==> src/sv/trie_pkg.sv <==
// Shared types and constants for the trie word insert and lookup block.
package trie_pkg;
	localparam logic [7:0] FIRST_LETTER = 8'd97;
	localparam logic FUNC_INSERT = 1'b0;
	localparam logic FUNC_QUERY = 1'b1;
	localparam logic [1:0] STATUS_OK = 2'd0;
	localparam logic [1:0] STATUS_BAD_CHAR = 2'd1;
	localparam logic [1:0] STATUS_POOL_FULL = 2'd2;

	typedef struct packed {
		logic       func;
		logic [7:0] char_code;
		logic       is_last;
		logic       is_empty;
	} in_word_t;

	typedef struct packed {
		logic       word_found;
		logic       prefix_found;
		logic [1:0] status;
	} out_word_t;

	// controller to datapath
	typedef struct packed {
		logic clear_step;   // run one clearing step
		logic capture;      // latch input word
		logic walk;         // apply walk result
	} trie_cmd_t;

	// datapath to controller
	typedef struct packed {
		logic clear_done;
	} trie_stat_t;
endpackage

==> src/sv/trie_ctrl.sv <==
// Controller state machine of the trie: clearing pass, capture, lookup, walk.
module trie_ctrl (
	input  logic                 clk,
	input  logic                 arst_n,
	input  logic                 start,
	input  trie_pkg::trie_stat_t stat,
	input  logic                 fin_busy,
	output logic                 busy,
	output trie_pkg::trie_cmd_t  cmd
);
	typedef enum logic [1:0] {ST_CLEAR, ST_IDLE, ST_READ, ST_WALK} state_t;
	state_t state_q;

	always_comb begin
		cmd = '0;
		cmd.clear_step = state_q == ST_CLEAR;
		cmd.capture = state_q == ST_IDLE && start && !fin_busy;
		cmd.walk = state_q == ST_WALK;
		busy = state_q != ST_IDLE || fin_busy;
	end

	always_ff @(posedge clk or negedge arst_n) begin
		if (!arst_n) begin
			state_q <= ST_CLEAR;
		end else begin
			unique case (state_q)
				ST_CLEAR: if (stat.clear_done) state_q <= ST_IDLE;
				ST_IDLE:  if (start && !fin_busy) state_q <= ST_READ;
				ST_READ:  state_q <= ST_WALK;
				ST_WALK:  state_q <= ST_IDLE;
				default:  state_q <= ST_IDLE;
			endcase
		end
	end
endmodule

==> config.mk <==
export PLATFORM = sky130hd
export DESIGN_NAME = trie_ctrl
export DESIGN_NICKNAME = d
export VERILOG_FILES = /design/src/sv/trie_pkg.sv /design/src/sv/trie_ctrl.sv
export SDC_FILE = /design/constraint.sdc
export NUM_CORES = 1
export LEC_CHECK = 0
export BUFFER_PORTS_ARGS = -buffer_cell sky130_fd_sc_hd__buf_2
export CAP_MARGIN = 20
export CELL_PAD_IN_SITES_DETAIL_PLACEMENT = 0
export CELL_PAD_IN_SITES_GLOBAL_PLACEMENT = 1
export CORE_AREA = 2 2 39 41
export DETAILED_ROUTE_END_ITERATION = 10
export DIE_AREA = 0 0 41 43
export PLACE_DENSITY = 0.43
export SYNTH_ARGS = -nofsm -noshare
export SYNTH_HDL_FRONTEND = slang
export SYNTH_SLANG_ARGS = --single-unit
==> constraint.sdc <==
create_clock -name clk -period 1.15 [get_ports clk]
set_input_delay 0 -clock clk [delete_from_list [all_inputs] [get_ports clk]]
set_output_delay 0 -clock clk [all_outputs]
set_load 0.05 [all_outputs]
## Word level (Yosys, flattened, before mapping)

Index checks and enable logic that the tools add are counted.

- Flip-flop bits (word level): 2
- Bits in latches: 0
- Memory bits (writable): 0
- ROM bits: 0
- Input bits: 5
- Output and inout bits: 4
- Logic and storage cells: 17
- Memories: 0

- Add/subtract/negate cells: 0
- Multiply operators: 0
- Div/mod/pow operators: 0
- Order comparisons: 0
- Equal/unequal tests: 6
- Shifts and indexed selects: 0
- Muxes and demuxes: 3
- Bitwise logic cells: 0
- Reductions and logical operators: 7

Operator list:

| operator | number |
|---|---|
| one-hot mux 2 bit (4 select lines) | 1 |
| == test 2 bit (second input constant) | 2 |
| 2-to-1 mux 2 bit | 2 |
| != test 2 x 1 -> 1 bit (second input constant) | 2 |
| logical AND 1 bit | 3 |
| == test 2 x 1 -> 1 bit (second input constant) | 1 |
| logical NOT 2 bit | 1 |
| != test 2 bit (second input constant) | 1 |
| AND reduction 2 bit | 1 |
| logical NOT 1 bit | 1 |
| logical OR 1 bit | 1 |

## Depth between registers and ports, before layout

- Depth in word-level cells: 4
- Mapped depth: 5

## Worst setup path before layout

Ideal clock, no wire load.

- Path kind: register to register
- From: register state_q[0]
- To: register state_q[1]
- Setup time: 0.125 ns
- Arrival: 1.485 ns
- Data required time: 1.025 ns
- Path slack: -0.461 ns
- Stages on the path, launching flop included: 6
- Path buffers: 0
- Period minus slack after synthesis: 1.611 ns
- Cells stage by stage: dfrtp_1 inv_1 ha_1 nor2b_4 a21oi_2 mux2_4

RTL lines:

| what | line | text |
|---|---|---|
| start, declared | trie_ctrl.sv:12 | `state_t state_q;` |
| start signal, assigned | trie_ctrl.sv:24 | `state_q <= ST_CLEAR;` |
| start signal, assigned | trie_ctrl.sv:27 | `ST_CLEAR: if (stat.clear_done) state_q <= ST_IDLE;` |
| start signal, assigned | trie_ctrl.sv:28 | `ST_IDLE: if (start && !fin_busy) state_q <= ST_READ;` |

## Worst setup path in the final report

- From: register state_q[0]
- To: register state_q[1]

- Longest elaborated chain between the ends: 3
- Elaborated cells between the ends (all ways): 8

RTL lines:

| what | line | text |
|---|---|---|
| == test 2 x 1 -> 1 bit / logical NOT 2 bit (equally long branches) | trie_ctrl.sv:26 | `unique case (state_q)` |
| != test 2 x 1 -> 1 bit (no source line) / != test 2 bit (equally long branches) | - |  |
| AND reduction 2 bit (no source line) | - |  |

Several ways; a longest one is shown, not always the timed one.
A chain may end at the register's enable or synchronous reset.

==> results.sh <==
export IMPL_syn_avg_cell_area_um2=10.64
export IMPL_synth_top_family_by_area="adder cells"
export IMPL_timing_rr_end="state_q[1]"
export IMPL_placement_rows=14
export IMPL_clock_latency_ns=0.22
export IMPL_track_usage_pct=6.206
export IMPL_top_register="state_q"
export IMPL_h_tree_depth=1
export IMPL_dp_final_hpwl_um=314.1
export IMPL_yosys_warnings=0
export IMPL_hp_class="input port to async pin"
export IMPL_cts_buffer_depth=2
export IMPL_rsz0062_at_grt="true"
export IMPL_seqCellArea_um2=51.30
export IMPL_tightest_slew_ns=0.2484
export IMPL_design_area_um2=319.1
export IMPL_drt_wirelength_per_cell_um=8.489
export IMPL_cp_data_arrival_time_ns=1.38
export IMPL_drc=0
export IMPL_vias_per_cell=3.422
export IMPL_fin_nets=39
export IMPL_fmax_mhz=787.3
export IMPL_setup_ws_ns=-0.1201
export IMPL_synth_seq_cells=2
export IMPL_synth_top_cell_area_share_pct=29.41
export IMPL_rrSetupSlack_ns=-0.12
export IMPL_syn_to_final_growth_pct=87.50
export IMPL_synth_area_leader_cell="dfrtp_1"
export IMPL_start_kind="register"
export IMPL_cap_violations=0
export IMPL_maxSlewHeadroom_pct=83.56
export IMPL_drt_iter0_markers=2
export IMPL_peakVddDrop_mv=0.8203
export IMPL_crit_end="state_q[1]"
export IMPL_grt_max_degree=5
export IMPL_drt_total_wl_um=382
export IMPL_violations="setup timing"
export IMPL_dp_slack_ns=-0.1218
export IMPL_postCtsSetupRepairBufs=0
export IMPL_worstPathRequired_ns=1.26
export IMPL_cp_max_fo=4
export IMPL_synth_adder_area_share_pct=22.06
export IMPL_slowest_stage="dfrtp_2"
export IMPL_hold_viol_final=0
export IMPL_core_um2=1384
export IMPL_slew_viol_final=0
export IMPL_synthesis_nets=24
export IMPL_path_cells="inv_2 -> ha_4 -> nor2b_4 -> a21oi_2 -> mux2_4"
export IMPL_drt_antenna_violating_nets=0
export IMPL_path_clk_slew_ns=0.03
export IMPL_r2r_cells=5
export IMPL_vias=154
export IMPL_die_h_um=43
export IMPL_largest_register_ffs=2
export IMPL_setup_viol=2
export IMPL_power_density_nw_per_um2=2964
export IMPL_postPlaceCellArea_um2=257.7
export IMPL_yosys_area_share_simple_pct=22.06
export IMPL_synth_compound_area_share_pct=11.03
export IMPL_cts_root_buf="clkbuf_4"
export IMPL_gp_congestion=0.5391
export IMPL_top_regs="state_q (2)"
export IMPL_synthFlopType="dfrtp_1"
export IMPL_antenna_found_initial=0
export IMPL_p_leak_uw=0.0001483
export IMPL_crit_buf_inv=1
export IMPL_cp_depth=5
export IMPL_critPathKind="register to register"
export IMPL_synth_cell_types=10
export IMPL_max_stage_delay_ns=0.41
export IMPL_reg2reg_from="state_q[0]"
export IMPL_grt_pass1_wl_um=648
export IMPL_start_util_pct=12.30
export IMPL_synth_cells=16
export IMPL_num_fill_cells=160
export IMPL_grt_remaining_overflow=0
export IMPL_yosys_top_cells_area="dfrtp_1 (29%), ha_1 (22%), mux2_4 (8.8%)"
export IMPL_cts_tree="yes"
export IMPL_die_area_um2=1763
export IMPL_end_kind="register"
export IMPL_startpoint="state_q[0]"
export IMPL_drt_pass1_iterations=2
export IMPL_multi_input_area_um2=141.4
export IMPL_portBuffers=8
export IMPL_syn_area_um2=170.2
export IMPL_die_x_um=41
export IMPL_critPathTopFamily="flip-flops"
export IMPL_synth_common_cells="ha_1 (3), inv_1 (3), dfrtp_1 (2), o21ai_0 (2)"
export IMPL_post_synth_mux_area_share_pct=8.824
export IMPL_async_flop_share_pct=100.0
export IMPL_ios=9
export IMPL_outcome="complete, but fails checks"
export IMPL_clock_skew_ns=0.003532
export IMPL_cts_buffers=3
export IMPL_synth_edf_count=0
export IMPL_synthXorXnorAreaFrac_pct=0
export IMPL_cts_sinks=2
export IMPL_period_needed_ns=1.270
export IMPL_period_share_pct=110.4
export IMPL_drive_above_1_share_pct=75.86
export IMPL_grt_pass1_vias=160
export IMPL_yosysSeqAreaShare_pct=29.41
export IMPL_antenna_cells=0
==> placed cells by master (no fill, tap or decap) <==
cell           synthesis  final
dfrtp_2                0      1
nand2b_4               1      1
dfrtp_1                2      1
buf_4                  0      2
ha_1                   3      1
mux2_4                 1      1
o21ai_0                2      2
ha_4                   0      2
nor2b_4                1      1
dlygate4sd3_1          0      1
buf_6                  0      2
inv_2                  0      2
nand2b_1               1      1
nor2_4                 0      1
inv_1                  3      1
buf_2                  0      5
clkbuf_4               0      3
a21oi_2                1      1
==> area by class of cell <==
type,instances,share of cell area [%]
Multi-Input combinational cell,11,44.31
Timing Repair Buffer,10,22.75
Clock buffer,3,7.059
Tap cell,16,6.275
Inverter,3,3.529
Sequential cell,2,16.08
==> through the flow <==
step / setup TNS, ns / util [%] / total power [µW] / std cells / hold slack, ns
after CTS: -0.2704 / 21.79 / 902.6 / 45 / 0.08283
after detailed placement: -0.1218 / 18.63 / 709.6 / 41 / -0.2088
after global placement: -0.1135 / 18.63 / 702.1 / 41 / -0.2159
after floorplan: -0.1703 / - / 611.5 / 16 / -0.2956
final: -0.1478 / 23.06 / 945.6 / 45 / 0.09263
after global routing: -0.3283 / 23.06 / 1029 / 45 / 0.1144
==> worst min path at each step <==
stage / startpoint / endpoint / cells after the start
6_report: arst_n / state_q[1] / 2
2_1_floorplan: arst_n / state_q[0] / 0
3_3_place_gp: arst_n / state_q[0] / 1
4_1_cts: arst_n / state_q[1] / 2
3_5_place_dp: arst_n / state_q[1] / 1
5_1_grt: arst_n / state_q[1] / 2
==> per-layer routing <==
| layer | GRT usage, % | wire length, µm |
|---|---|---|
| met3 | 3.141 | 33 |
| met4 | 8.000 | 0 |
| met1 | 6.369 | 163 |
| met5 | 0 | 0 |
| met2 | 7.500 | 186 |
==> repair_timing <==
| item | in CTS | in global routing |
|---|---|---|
| endpoints found under the hold margin | 2 | 0 |
| endpoints found under the setup margin | 3 | 5 |
| hold buffers | 1 | 0 |
| gates resized for setup | 4 | 5 |
| pin swaps | 0 | 0 |
==> report_power, final <==
part           switching (µW)  total, µW  internal [µW]
Clock                    38.6        153            115
Combinational             366        643            277
Sequential               39.7        149            110
Total                     444        946            502
==> cells by family (layout without fill, tap and decap cells) <==
logic type / Yosys count / after routing
compound gates: 3 / 3
buf+inv: 3 / 16
fa+ha+maj: 3 / 3
flops: 2 / 2
mux: 1 / 1
simple gates: 4 / 4
Note: power is estimated with default switching activity, not from simulation.
